[src/sv/tmpf_pkg.sv]
// shared types and constants of the tile map pixel fetch block
`timescale 1ns / 1ps
package tmpf_pkg;

    localparam int BANK_BYTES  = 8192;
    localparam int ADDR_W      = 13;
    localparam int VRAM_IDX_W  = ADDR_W + 1;
    localparam int QUEUE_DEPTH = 4;
    localparam int QPTR_W      = 2;
    localparam int QCNT_W      = 3;
    localparam int IN_TDATA_W  = 72;
    localparam int OUT_TDATA_W = 16;
    localparam int CFG_ADDR_W  = 3;

    // command codes carried in tuser
    localparam logic CMD_WRITE = 1'b0;
    localparam logic CMD_PIXEL = 1'b1;

    // configuration register indexes
    localparam logic [CFG_ADDR_W-1:0] CFG_TILE_DATA_SEL = 3'd0;
    localparam logic [CFG_ADDR_W-1:0] CFG_BG_ENABLE     = 3'd1;
    localparam logic [CFG_ADDR_W-1:0] CFG_WIN_ENABLE    = 3'd2;
    localparam logic [CFG_ADDR_W-1:0] CFG_COLOR_MODE    = 3'd3;
    localparam logic [CFG_ADDR_W-1:0] CFG_BG_MAP_SEL    = 3'd4;
    localparam logic [CFG_ADDR_W-1:0] CFG_WIN_MAP_SEL   = 3'd5;

    // maps sit at 0x1800 / 0x1c00, both with the top two address bits set
    localparam logic [1:0]        MAP_BASE_HI      = 2'b11;
    localparam logic [ADDR_W-1:0] SIGNED_TILE_BASE = 13'h0800;
    localparam logic [7:0]        SIGNED_TILE_BIAS = 8'h80;
    localparam logic [7:0]        WIN_X_OFFSET     = 8'd7;

    // attribute byte layout
    localparam int ATTR_BANK_BIT  = 3;
    localparam int ATTR_XFLIP_BIT = 5;
    localparam int ATTR_YFLIP_BIT = 6;
    localparam int ATTR_PRIO_BIT  = 7;

    typedef struct packed {
        logic tile_data_select;
        logic background_enable;
        logic window_enable;
        logic color_mode;
        logic background_map_select;
        logic window_map_select;
    } cfg_t;

    // one queued job: a byte write or a classified pixel
    typedef struct packed {
        logic              is_pixel;
        logic              bank;
        logic [ADDR_W-1:0] addr;
        logic [7:0]        wbyte;
        logic [7:0]        column;
        logic [2:0]        fine_x;
        logic [2:0]        fine_y;
        logic              drawn;
        logic              from_window;
    } entry_t;

    typedef struct packed {
        logic              full;
        logic              empty;
        logic [QCNT_W-1:0] count;
    } q_status_t;

    typedef struct packed {
        logic busy;
        logic emit;
    } bk_status_t;

    typedef struct packed {
        logic [7:0] column;
        logic [1:0] color;
        logic [2:0] palette;
        logic       prio;
        logic       from_window;
        logic       drawn;
    } result_t;

endpackage

[src/sv/tmpf_front.sv]
// front end: unpacks input transfers and picks layer and map address per pixel
`timescale 1ns / 1ps
module tmpf_front #(
    parameter int SCREEN_WIDTH = 160
) (
    input  tmpf_pkg::cfg_t                    cfg,
    input  logic                              s_tvalid,
    output logic                              s_tready,
    input  logic [tmpf_pkg::IN_TDATA_W-1:0]   s_tdata,
    input  logic [0:0]                        s_tuser,
    input  tmpf_pkg::q_status_t               q_st,
    output logic                              push,
    output tmpf_pkg::entry_t                  push_entry
);
    import tmpf_pkg::*;

    logic              bank;
    logic [ADDR_W-1:0] mem_addr;
    logic [7:0]        wbyte;
    logic [7:0]        x;
    logic [7:0]        ly;
    logic [7:0]        scx;
    logic [7:0]        scy;
    logic [7:0]        wx;
    logic [7:0]        wy;
    logic              on_screen;
    logic [8:0]        x_plus;
    logic              win_hit;
    logic              use_win;
    logic              use_bg;
    logic [7:0]        mx;
    logic [7:0]        my;
    logic              map_sel;
    logic [ADDR_W-1:0] map_addr;

    assign bank     = s_tdata[0];
    assign mem_addr = s_tdata[13:1];
    assign wbyte    = s_tdata[21:14];
    assign x        = s_tdata[29:22];
    assign ly       = s_tdata[37:30];
    assign scx      = s_tdata[45:38];
    assign scy      = s_tdata[53:46];
    assign wx       = s_tdata[61:54];
    assign wy       = s_tdata[69:62];

    assign on_screen = {1'b0, x} < 9'(SCREEN_WIDTH);
    assign x_plus    = {1'b0, x} + {1'b0, WIN_X_OFFSET};
    assign win_hit   = cfg.window_enable && (wy <= ly) && (x_plus >= {1'b0, wx});
    assign use_win   = on_screen && win_hit;
    assign use_bg    = on_screen && !win_hit && (cfg.background_enable || cfg.color_mode);

    // map coordinates wrap at 256
    always_comb begin
        if (use_win) begin
            mx      = 8'(x + WIN_X_OFFSET - wx);
            my      = 8'(ly - wy);
            map_sel = cfg.window_map_select;
        end else begin
            mx      = 8'(scx + x);
            my      = 8'(scy + ly);
            map_sel = cfg.background_map_select;
        end
    end

    assign map_addr = {MAP_BASE_HI, map_sel, my[7:3], mx[7:3]};

    assign s_tready = !q_st.full;
    assign push     = s_tvalid && !q_st.full;

    always_comb begin
        push_entry.is_pixel    = (s_tuser[0] == CMD_PIXEL);
        push_entry.bank        = bank;
        push_entry.addr        = (s_tuser[0] == CMD_PIXEL) ? map_addr : mem_addr;
        push_entry.wbyte       = wbyte;
        push_entry.column      = x;
        push_entry.fine_x      = mx[2:0];
        push_entry.fine_y      = my[2:0];
        push_entry.drawn       = use_win || use_bg;
        push_entry.from_window = use_win;
    end

endmodule

[config.mk]
export PLATFORM = sky130hd
export DESIGN_NAME = tmpf_front
export DESIGN_NICKNAME = d
export VERILOG_FILES = /design/src/sv/tmpf_pkg.sv /design/src/sv/tmpf_front.sv
export SDC_FILE = /design/constraint.sdc
export NUM_CORES = 1
export LEC_CHECK = 0
export ABC_AREA = 1
export BUFFER_PORTS_ARGS = -buffer_cell sky130_fd_sc_hd__buf_2
export CAP_MARGIN = 5
export CORE_ASPECT_RATIO = 1.75
export CORE_UTILIZATION = 44
export DETAILED_ROUTE_END_ITERATION = 8
export PLACE_DENSITY = 0.82
export SKIP_LAST_GASP = 1
export SLEW_MARGIN = 20
export SYNTH_ARGS = -nofsm -noshare
export SYNTH_HDL_FRONTEND = slang
export SYNTH_SLANG_ARGS = --single-unit
[constraint.sdc]
create_clock -name vclk -period 2.8
set_clock_uncertainty 0.1 [all_clocks]
set_input_delay 0.42 -clock vclk [all_inputs]
set_output_delay 0.42 -clock vclk [all_outputs]
set_load 0.01 [all_outputs]
==> Word level (Yosys, flattened, before mapping) <==
Index checks and enable logic that the tools add are counted.
Widths: inputs -> output; s select.
{ "totals": {"elab_cells": 23, "in_bits": 85, "ff_bits": 0, "output_inout_bits": 41} }
{ "op_classes": {"reduce_logical": 10, "n_lt_le_gt_ge": 3, "addsub": 6, "n_mux": 4} }
{ "op_table": {"columns": ["cell", "count"], "rows": [
  ["$add 8x8->8", 2],
  ["$mux 8", 2],
  ["$sub 8x8->8", 2],
  ["$mux 13", 1],
  ["$add 8x3->9 const B", 1],
  ["$ge 9x8->1", 1],
  ["$add 8x3->8 const B", 1],
  ["$le 8x8->1", 1],
  ["$lt 8x8->1 const B", 1],
  ["$logic_and 1x1->1", 6],
  ["$logic_not 1->1", 2],
  ["$logic_or 1x1->1", 2],
  ["$mux 1", 1]
]} }

==> Longest topological paths before layout <==
{ "logic_depth": {"depth_word": 7, "ltp_mapped": 20, "ltp_nobuf": 19} }

==> Worst setup path before layout <==
No wires, ideal clock.
{ "synth_timing": {"path_kind": "input-to-output", "start": "input port s_tdata[23] (netlist bit)", "end": "output port push_entry[1] (netlist bit)", "cell_stages": 18, "path_buffers": 1, "path_slack_ps": -75, "required_ps": 2280, "arrival_time_ps": 2355, "path_cell_list": "inv_1 > ha_1 > nand2_1 > nand2_1 > xor2_1 > inv_1 > ha_1 > nand2_1 > nor2_1 > nand2_1 > nand3_1 > nand2_1 > nand2_1 > nand2_1 > nand2_2 > buf_2 > nand2_1 > a21boi_0"} }
{ "synth_rtl": {"columns": ["element", "line", "source"], "rows": [
  ["start: declaration", "tmpf_front.sv:9", "input logic [tmpf_pkg::IN_TDATA_W-1:0] s_tdata,"],
  ["end: declaration", "tmpf_front.sv:13", "output tmpf_pkg::entry_t push_entry"]
]} }

==> results_dict.tcl <==
set metrics [dict create \
    status "complete, but fails checks" \
    violations "DRC, setup timing" \
    die_h_um 98.9 \
    die_area_um2 5670 \
    pre_cts_ws_ns -0.412 \
    die_w_um 57.4 \
    core_um2 5060 \
    rsz0062_at_grt "yes" \
    whs_endpoint "push_entry[21]" \
    switching_share_pct 56.2 \
    finalMaxSlewViolations 0 \
    final-setup-viol-count 19 \
    setup_slack_ns -0.304 \
    crit_start "s_tdata[22]" \
    route.detailed.vias_per_inst 5.18 \
    p_switching_uw 399 \
    power_uw 710 \
    comb_power_share_pct 100.0 \
    dr_total_vias 2906 \
    syn_nets 534 \
    worst_pin_slew_ns 0.553 \
    gp_congestion 0.930 \
    ys_types 28 \
    synth_area_leader_cell "ha_1" \
    ys_top_cells_by_area "ha_1 23%, nand2_1 18%, inv_1 13%" \
    antenna_found_initial 0 \
    hold_buffers 0 \
    drc 6 \
    synth_seq_area_share_pct 0 \
    critPathLaunchType "primary input" \
    power_frac_clock_pct 0 \
    synthCells 401 \
    p_int_uw 311 \
    fillCellCount 455 \
    max_cap_viol_count 0 \
    nClkBuffers 0 \
    hold_path.class "in2out" \
    final_antenna_net_count 0 \
    cp.required_ns 2.28 \
    seq_area_um2 0 \
    synth_top_area_share_pct 23.3 \
    layout_min_cycle_time_ns 3.10 \
    num-nets-final 642 \
    hold_path_depth 0 \
    overflow 0 \
    syn_avg_cell_area_um2 5.88 \
    critPathArrivalTime_ns 2.58 \
    synth_common_cells "113 x nand2_1, 84 x inv_1, 44 x ha_1, 31 x nand3_1, 21 x nand4_1" \
    power_density_nw_per_um2 223 \
    synth_most_common_cell "nand2_1" \
    seq_cells 0 \
    fmax_mhz 322 \
    netlist_area_um2 2360 \
    grt_usage_pct 23.8 \
    tns_ns -4.95 \
    crit_fanout 7 \
    first_iter_violations 105 \
    drt-total-wl_um 6970 \
    first_global_vias 2874 \
    finalCritPeriodShare_pct 111 \
    place_hpwl_um 5640 \
    pwr-share-seq_pct 0 \
    areaGrowthSynthToFinish_pct 34.7 \
    critPathKind "in2out" \
    drive_gt1_share_pct 33.9 \
    ys_warn_count 0 \
    dr.pass1.iters 7 \
    grt_max_degree 16 \
    vdd_ir_drop_max_uv 119 \
    min_from "s_tdata[19]" \
    end_kind "output pin" \
    port-buffer-count 101 \
    io_pins 126 \
    p_leak_nw 2.02 \
    initial_utilization_pct 46.6 \
    wl_per_cell_um 12.4 \
    num_rows 34 \
    hold_viol_final 0 \
    max_slew_margin_pct 62.9 \
    grt_first_pass_wirelength_um 11300 \
    insertedDiodeCount 0 \
]
metal layers:
metal	global-route usage, %	wire length, µm	vias to the layer above
met5	0	0	-
met4	11.4	340	0
met3	0.919	237	34
met2	47.4	3820	112
met1	23.9	2570	1285
li1	-	-	1475
worst max path at each step:
stage	end	cells past startpoint	slack, ns
finish	push_entry[34]	20	-0.30
global route	push_entry[34]	20	-0.40
CTS	push_entry[34]	22	-0.28
detailed placement	push_entry[34]	22	-0.41
global placement	push_entry[34]	22	-0.31
floorplan	push_entry[2]	18	0.04
placed cells by master, fill, tap and decap left out, types with 4 or more instances in the layout:
master / instances
nand2_1: 100
buf_2: 99
inv_1: 82
ha_1: 42
nand3_1: 24
buf_4: 23
nand4_1: 21
xor2_1: 18
a21oi_1: 11
nand2_2: 11
nand3_2: 7
buf_6: 7
nor2_1: 6
a31oi_1: 5
xnor2_1: 5
nand2_4: 4
a21o_1: 4
nand3b_1: 4
fa_1: 4
timing repair:
item                                    CTS  global route
endpoints found under the setup margin   19            19
gates cloned                              1             1
buffers inserted                          2             3
pin swaps                                12            18
resized for setup                        21            25
layout make-up:
| cell class | count | area (µm²) | share of cell area [%] |
|---|---|---|---|
| multi-input combinational | 290 | 2020 | 63.4 |
| timing repair buffer | 130 | 762 | 24.0 |
| inverter | 87 | 334 | 10.5 |
| tap | 54 | 67.6 | 2.13 |
power by group through the flow:
stage / clock network [mW] / registers (mW) / logic, mW
6_report: 0 / 0 / 0.710
5_1_grt: 0 / 0 / 0.789
4_1_cts: 0 / 0 / 0.656
3_5_place_dp: 0 / 0 / 0.623
3_3_place_gp: 0 / 0 / 0.606
2_1_floorplan: 0 / 0 / 0.427
through the flow:
stage               cell area [µm²]  cells  hold slack (ns)  utilization, %
finish                         3180    561            0.740            62.8
global route                   3180    561            0.740            62.8
CTS                            3050    557            0.740            60.2
detailed placement             2940    554            0.740            58.0
global placement               2940    554            0.740            58.0
floorplan                      2370    401            0.784               -
critical path: stages:
cell and delay [ns]:
buf_6 0.08, inv_4 0.04, ha_4 0.16, nand2_4 0.08, buf_4 0.10, nand4_1 0.10
xnor2_1 0.16, ha_1 0.30, nand2_1 0.07, inv_1 0.07, nand3_1 0.09, o22ai_2 0.13
nor2_2 0.07, nand2_4 0.10, nand3_4 0.15, buf_6 0.18, nand2_2 0.05, nand3_2 0.06
nand2_1 0.06, buf_2 0.12
cell families after synthesis:
| kind of cell | after synthesis | share of synthesized area [%] |
|---|---|---|
| AND/OR/NAND/NOR | 185 | 35.3 |
| adder cells (fa/ha/maj) | 48 | 26.7 |
| XOR/XNOR | 23 | 8.54 |
| AO/OA/AOI/OAI | 33 | 8.06 |
| buffers and inverters | 112 | 21.4 |
(Power assumes the default switching activity.)
