### src/sv/tmpf_pkg.sv
// shared types and constants of the tile map pixel fetch block
`timescale 1ns / 1ps
package tmpf_pkg;

    localparam int BANK_BYTES  = 8192;
    localparam int ADDR_W      = 13;
    localparam int VRAM_IDX_W  = ADDR_W + 1;
    localparam int QUEUE_DEPTH = 4;
    localparam int QPTR_W      = 2;
    localparam int QCNT_W      = 3;
    localparam int IN_TDATA_W  = 72;
    localparam int OUT_TDATA_W = 16;
    localparam int CFG_ADDR_W  = 3;

    // command codes carried in tuser
    localparam logic CMD_WRITE = 1'b0;
    localparam logic CMD_PIXEL = 1'b1;

    // configuration register indexes
    localparam logic [CFG_ADDR_W-1:0] CFG_TILE_DATA_SEL = 3'd0;
    localparam logic [CFG_ADDR_W-1:0] CFG_BG_ENABLE     = 3'd1;
    localparam logic [CFG_ADDR_W-1:0] CFG_WIN_ENABLE    = 3'd2;
    localparam logic [CFG_ADDR_W-1:0] CFG_COLOR_MODE    = 3'd3;
    localparam logic [CFG_ADDR_W-1:0] CFG_BG_MAP_SEL    = 3'd4;
    localparam logic [CFG_ADDR_W-1:0] CFG_WIN_MAP_SEL   = 3'd5;

    // maps sit at 0x1800 / 0x1c00, both with the top two address bits set
    localparam logic [1:0]        MAP_BASE_HI      = 2'b11;
    localparam logic [ADDR_W-1:0] SIGNED_TILE_BASE = 13'h0800;
    localparam logic [7:0]        SIGNED_TILE_BIAS = 8'h80;
    localparam logic [7:0]        WIN_X_OFFSET     = 8'd7;

    // attribute byte layout
    localparam int ATTR_BANK_BIT  = 3;
    localparam int ATTR_XFLIP_BIT = 5;
    localparam int ATTR_YFLIP_BIT = 6;
    localparam int ATTR_PRIO_BIT  = 7;

    typedef struct packed {
        logic tile_data_select;
        logic background_enable;
        logic window_enable;
        logic color_mode;
        logic background_map_select;
        logic window_map_select;
    } cfg_t;

    // one queued job: a byte write or a classified pixel
    typedef struct packed {
        logic              is_pixel;
        logic              bank;
        logic [ADDR_W-1:0] addr;
        logic [7:0]        wbyte;
        logic [7:0]        column;
        logic [2:0]        fine_x;
        logic [2:0]        fine_y;
        logic              drawn;
        logic              from_window;
    } entry_t;

    typedef struct packed {
        logic              full;
        logic              empty;
        logic [QCNT_W-1:0] count;
    } q_status_t;

    typedef struct packed {
        logic busy;
        logic emit;
    } bk_status_t;

    typedef struct packed {
        logic [7:0] column;
        logic [1:0] color;
        logic [2:0] palette;
        logic       prio;
        logic       from_window;
        logic       drawn;
    } result_t;

endpackage

### src/sv/tmpf_queue.sv
// small job queue between the front end and the fetch sequencer
`timescale 1ns / 1ps
module tmpf_queue (
    input  logic                aclk,
    input  logic                aresetn,
    input  logic                push,
    input  tmpf_pkg::entry_t    push_entry,
    input  logic                pop,
    output tmpf_pkg::entry_t    head,
    output tmpf_pkg::q_status_t q_st
);
    import tmpf_pkg::*;

    entry_t            slots_reg [QUEUE_DEPTH];
    logic [QPTR_W-1:0] wr_ptr_reg;
    logic [QPTR_W-1:0] wr_ptr_next;
    logic [QPTR_W-1:0] rd_ptr_reg;
    logic [QPTR_W-1:0] rd_ptr_next;
    logic [QCNT_W-1:0] count_reg;
    logic [QCNT_W-1:0] count_next;
    logic              do_push;
    logic              do_pop;

    assign do_push = push && (count_reg != QCNT_W'(QUEUE_DEPTH));
    assign do_pop  = pop && (count_reg != '0);

    always_comb begin
        wr_ptr_next = do_push ? QPTR_W'(wr_ptr_reg + 1'b1) : wr_ptr_reg;
        rd_ptr_next = do_pop ? QPTR_W'(rd_ptr_reg + 1'b1) : rd_ptr_reg;
        count_next  = count_reg;
        if (do_push && !do_pop) begin
            count_next = QCNT_W'(count_reg + 1'b1);
        end else if (do_pop && !do_push) begin
            count_next = QCNT_W'(count_reg - 1'b1);
        end
    end

    always_ff @(posedge aclk) begin
        if (!aresetn) begin
            wr_ptr_reg <= '0;
            rd_ptr_reg <= '0;
            count_reg  <= '0;
        end else begin
            wr_ptr_reg <= wr_ptr_next;
            rd_ptr_reg <= rd_ptr_next;
            count_reg  <= count_next;
        end
    end

    always_ff @(posedge aclk) begin
        if (do_push) begin
            slots_reg[wr_ptr_reg] <= push_entry;
        end
    end

    assign head       = slots_reg[rd_ptr_reg];
    assign q_st.full  = (count_reg == QCNT_W'(QUEUE_DEPTH));
    assign q_st.empty = (count_reg == '0);
    assign q_st.count = count_reg;

endmodule

### config.mk
export PLATFORM = sky130hd
export DESIGN_NAME = tmpf_queue
export DESIGN_NICKNAME = d
export VERILOG_FILES = /design/src/sv/tmpf_pkg.sv /design/src/sv/tmpf_queue.sv
export SDC_FILE = /design/constraint.sdc
export NUM_CORES = 1
export LEC_CHECK = 0
export BUFFER_PORTS_ARGS = -buffer_cell sky130_fd_sc_hd__buf_4
export CORE_MARGIN = 8
export CORE_UTILIZATION = 50
export CTS_CLUSTER_DIAMETER = 40
export CTS_CLUSTER_SIZE = 28
export DETAILED_ROUTE_END_ITERATION = 6
export GPL_TIMING_DRIVEN = 0
export PLACE_DENSITY = 0.71
export SLEW_MARGIN = 20
export SYNTH_ARGS = -nofsm -noshare
export SYNTH_HDL_FRONTEND = slang
export SYNTH_SLANG_ARGS = --single-unit
### constraint.sdc
create_clock -name aclk -period 2.62 [get_ports aclk]
set_input_delay 0.524 -clock aclk [delete_from_list [all_inputs] [get_ports aclk]]
set_output_delay 0.524 -clock aclk [all_outputs]
set_load 0.02 [all_outputs]
== Word level (Yosys, flattened, before mapping) ==
Memories as Yosys holds them, arrays and structs flattened. A register that Yosys moved wholly into a read port is not among the register bits.
Cells that the tools add are included.
W data, S select, Z words.

* Register bits: 7
* Bits in latches: 0
* Memory bits (writable): 156
* Bits in read-only memories: 0
* Bits of input ports: 43
* Output and inout bits: 44
* Logic and storage cells: 25
* Memories kept: 1

* Add/subtract/negate cells: 4
* Multipliers: 0
* Div/mod/pow operators: 0
* Magnitude comparators: 0
* Equality and inequality tests: 2
* Shift-type cells: 0
* Mux-type cells: 6
* Bitwise logic cells: 0
* Reduce and logical (&&, ||, !) cells: 9

{| class="wikitable"
|+ Memories
! name !! depth !! width !! read ports !! clocked after memory_dff !! wr ports !! line !! text
|-
| slots_reg || 4 || 39 || 1 || 1 || 1 || tmpf_queue.sv:14 || <nowiki>entry_t slots_reg [QUEUE_DEPTH];</nowiki>
|}

{| class="wikitable"
|+ Operators by type and width
! cell !! number
|-
| $mux W3 || 2
|-
| $add A2 B1 Y2 const B || 2
|-
| $logic_and A1 B1 Y1 || 4
|-
| $mux W2 || 2
|-
| $add A3 B1 Y3 const B || 1
|-
| $eq A3 B3 Y1 const B || 1
|-
| $logic_not A3 Y1 || 1
|-
| $ne A3 B3 Y1 const B || 1
|-
| $reduce_bool A3 Y1 || 1
|-
| $sub A3 B1 Y3 const B || 1
|-
| $logic_not A1 Y1 || 2
|-
| $mux W1 || 2
|-
| $reduce_bool A2 Y1 || 1
|}

== Depth between registers and ports, before layout ==
* Depth after elaboration: 6
* Mapped depth: 9
* Gate-level depth less buffers: 8

== Least setup slack after synthesis ==
OpenSTA, ideal clock, no wires.

* Path type: reg2reg
* Start: reg count_reg[0]
* End: mem slots_reg[0][0] (netlist name), enable pin
* Library setup time: 400 ps
* Arrival: 1994 ps
* Data required time: 2220 ps
* Slack: 226 ps
* Stages on the path, launching flop included: 5
* Path buffers: 1
* Period minus slack after synthesis: 2394 ps
* Path through: dfxtp_1 -> nor3b_2 -> nor2b_1 -> buf_2 -> and2_1

* Word-level cells in the longest chain between the ends: 4

{| class="wikitable"
|+ RTL lines
! what !! line !! text
|-
| start: declaration || tmpf_queue.sv:19 || <nowiki>logic [QCNT_W-1:0] count_reg;</nowiki>
|-
| start signal: assignment || tmpf_queue.sv:46 || <nowiki>count_reg <= count_next;</nowiki>
|-
| $ne A3 B3 Y1 || tmpf_queue.sv:24 || <nowiki>assign do_push = push && (count_reg != QCNT_W'(QUEUE_DEPTH));</nowiki>
|-
| $logic_and A1 B1 Y1 || tmpf_queue.sv:24 ||
|-
| via do_push || tmpf_queue.sv:21 || <nowiki>logic do_push;</nowiki>
|-
| $mux W1 || tmpf_queue.sv:51 || <nowiki>if (do_push) begin</nowiki>
|-
| $mux W1 (implied by the code) || tmpf_queue.sv:52 || <nowiki>slots_reg[wr_ptr_reg] <= push_entry;</nowiki>
|-
| end: declaration || tmpf_queue.sv:14 ||
|}

The timed path passes the listed nets, and every way through them passes these cells.

==> flow_summary.yaml <==
global_route:
  grt_max_degree: 28
  antenna_found_initial: 0
  track_usage: 0.143
  grt_first_pass_wirelength_um: 16900
  grt_pass1_vias: 3137
  grt-ovfl-total: 0
placement:
  hpwl_um: 6930
  io_buffers: 85
  dp_slack_ns: 0.370
  gp_congestion: 0.713
synth:
  ys.flop_type: "edfxtp_1"
  synth-simple-area-share: 0.0166
  synthesis.nets: 300
  yosys.area.top_type: "edfxtp_1"
  yosysMostFrequentCell: "edfxtp_1"
  ys_async_sr_fraction: 0
  synthXorXnorAreaFrac: 0.00574
  synth_compound_area_frac: 0.00554
  synth_area_leaders: "edfxtp_1 77%, mux4_2 14%, dfxtp_1 3.0%"
  synth_adder_area_share: 0.0135
  synth_top_family_by_area: "multiplexers"
  synth_edf_count: 156
  yosysUniqueCellTypes: 23
  synth_area_um2: 6100
  yosysTopAreaCellShare: 0.768
  netlist_instances: 251
  synth_seq_cells: 165
  yosys-mux-area-fraction: 0.149
  syn_avg_cell_area_um2: 24.3
  ys_warn_count: 0
  synth_commonest_cells: "156 x edfxtp_1, 39 x mux4_2, 9 x dfxtp_1"
  ys_seq_area_frac: 0.797
worst_setup_path:
  ff2ff_path_depth: 9
  path_max_fanout: 10
  worstSetupPathType: "reg -> out"
  cp-start-kind: "flop"
  critPathRequiredTime_ns: 2.10
  reg2reg_slack_ns: 0.34
  end_kind: "output port"
  cp_data_arrival_time_ns: 1.90
floorplan:
  num_rows: 40
  die_w_um: 126
  die_h_um: 126
  core_um2: 12000
  pin_count: 87
  start_util: 0.510
  dieArea_um2: 16000
pwr:
  p_per_area_nw_per_um2: 1040
  power.leakage_nw: 2.62
  vdd_ir_drop_max_v: 0.000581
clocking:
  cts_root_buf: "clkbuf_16"
  clockBufferDepth: 2
  cts_buffers: 17
  cts_resized: 0
  cts_tree: "yes"
  postCtsSetupBuffers: 0
  htreeDepth: 4
  clk_latency_ns: 0.41
  cts.sinks: 165
  clkTransAtPathRegs_ns: 0.06
  postCtsHoldBufs: 0
timing:
  setup-tns-final_ns: 0
  max_slew_margin: 0.529
  final.period_utilization: 0.924
  hold_viol: 0
  setup_viol: 0
  fin_skew_ns: 0.00786
  max_clock_freq_ghz: 0.413
  finalMaxSlewViolations: 0
  setup_ws_ns: 0.199
  min_period_ns: 2.42
  tightest_slew_ns: 0.706
  rsz0062_at_grt: "no"
finish:
  utilization: 0.636
  area_delta_synth_final_pct: 24.8
  drive_above_1_share: 0.449
  nets: 408
  antenna_cells: 0
  largest_reg_flops: 156
routing:
  top_layer: "met4"
  num_vias: 2836
  dr_wl_met3_um: 615
  firstDrtPassIters: 4
  drc: 0
  wl_met2_um: 5660
  routedWlPerCell_um: 20.7
  drt_wl_total_um: 10700
  ant_nets: 0
  drtIter0Drc: 230
  wl_met1_um: 4340
  viasPerCell: 5.46
outcome:
  status: "completed"
worst_hold_path:
  hold_class: "in -> reg"
  hold_depth: 1
run:
  drv_cap: 0
==> logic make-up (layout without fill, tap and decap cells) <==
| family | Yosys count | after routing |
|---|---|---|
| xor+xnor | 4 | 4 |
| fa+ha+maj | 6 | 6 |
| mux | 42 | 42 |
| buf+inv | 13 | 134 |
| flops | 165 | 165 |
| simple gates | 17 | 17 |
| compound gates | 4 | 4 |
==> layout by cell type, fill, tap and decap left out, types with 2 or more instances in the layout <==
cell type,n
buf_4,87
clkbuf_1,5
xnor2_1,3
buf_2,3
dfxtp_1,9
buf_6,2
inv_1,3
ha_1,5
nand2_1,4
and2_1,4
clkinv_1,4
edfxtp_1,156
bufinv_16,4
buf_12,3
nor2b_1,2
mux2i_1,3
and2_2,4
clkbuf_16,17
mux4_2,39
clkinv_2,4
==> area by class of cell <==
class	instances	area, µm²
flip-flops and latches	165	4860
fillers	838	4350
multi-input cells	73	1170
repair buffers	89	726
clock buffers	19	433
well taps	147	184
clock inverters	13	163
plain buffers	10	63.8
inverters	3	11.3
==> metal layers <==
metal,vias up,track usage
li1,1269,-
met1,1471,0.161
met2,84,0.242
met3,12,0.0545
met4,0,0.0531
met5,-,0
==> final timing paths <==
check                  from               end
max reg2reg    count_reg[0]      count_reg[2]
min          push_entry[26]  slots_reg[0][26]
max                    flop          head[12]
min reg2reg   wr_ptr_reg[0]     wr_ptr_reg[0]
==> per-stage QoR <==
stage	cells	hold slack (ns)	power [W]	cell area, µm²
2_1_floorplan	251	0.468	0.00472	6100
3_3_place_gp	483	0.485	0.00551	6920
3_5_place_dp	487	0.503	0.00558	7020
4_1_cts	519	0.287	0.00807	7610
5_1_grt	519	0.287	0.00829	7610
6_report	519	0.311	0.00795	7610
==> where the power goes <==
group          switching [W]  internal, W  total [W]
registers           0.000107      0.00321    0.00331
logic                0.00111      0.00105    0.00216
clock network       0.000903      0.00157    0.00248
total                0.00212      0.00583    0.00795
==> critical path, cell delays in order, from the launching register on <==
cell	delay, ns
dfxtp_1	0.37
buf_6	0.20
buf_6	0.21
mux4_2	0.53
buf_4	0.17
(Power assumes the default switching activity.)
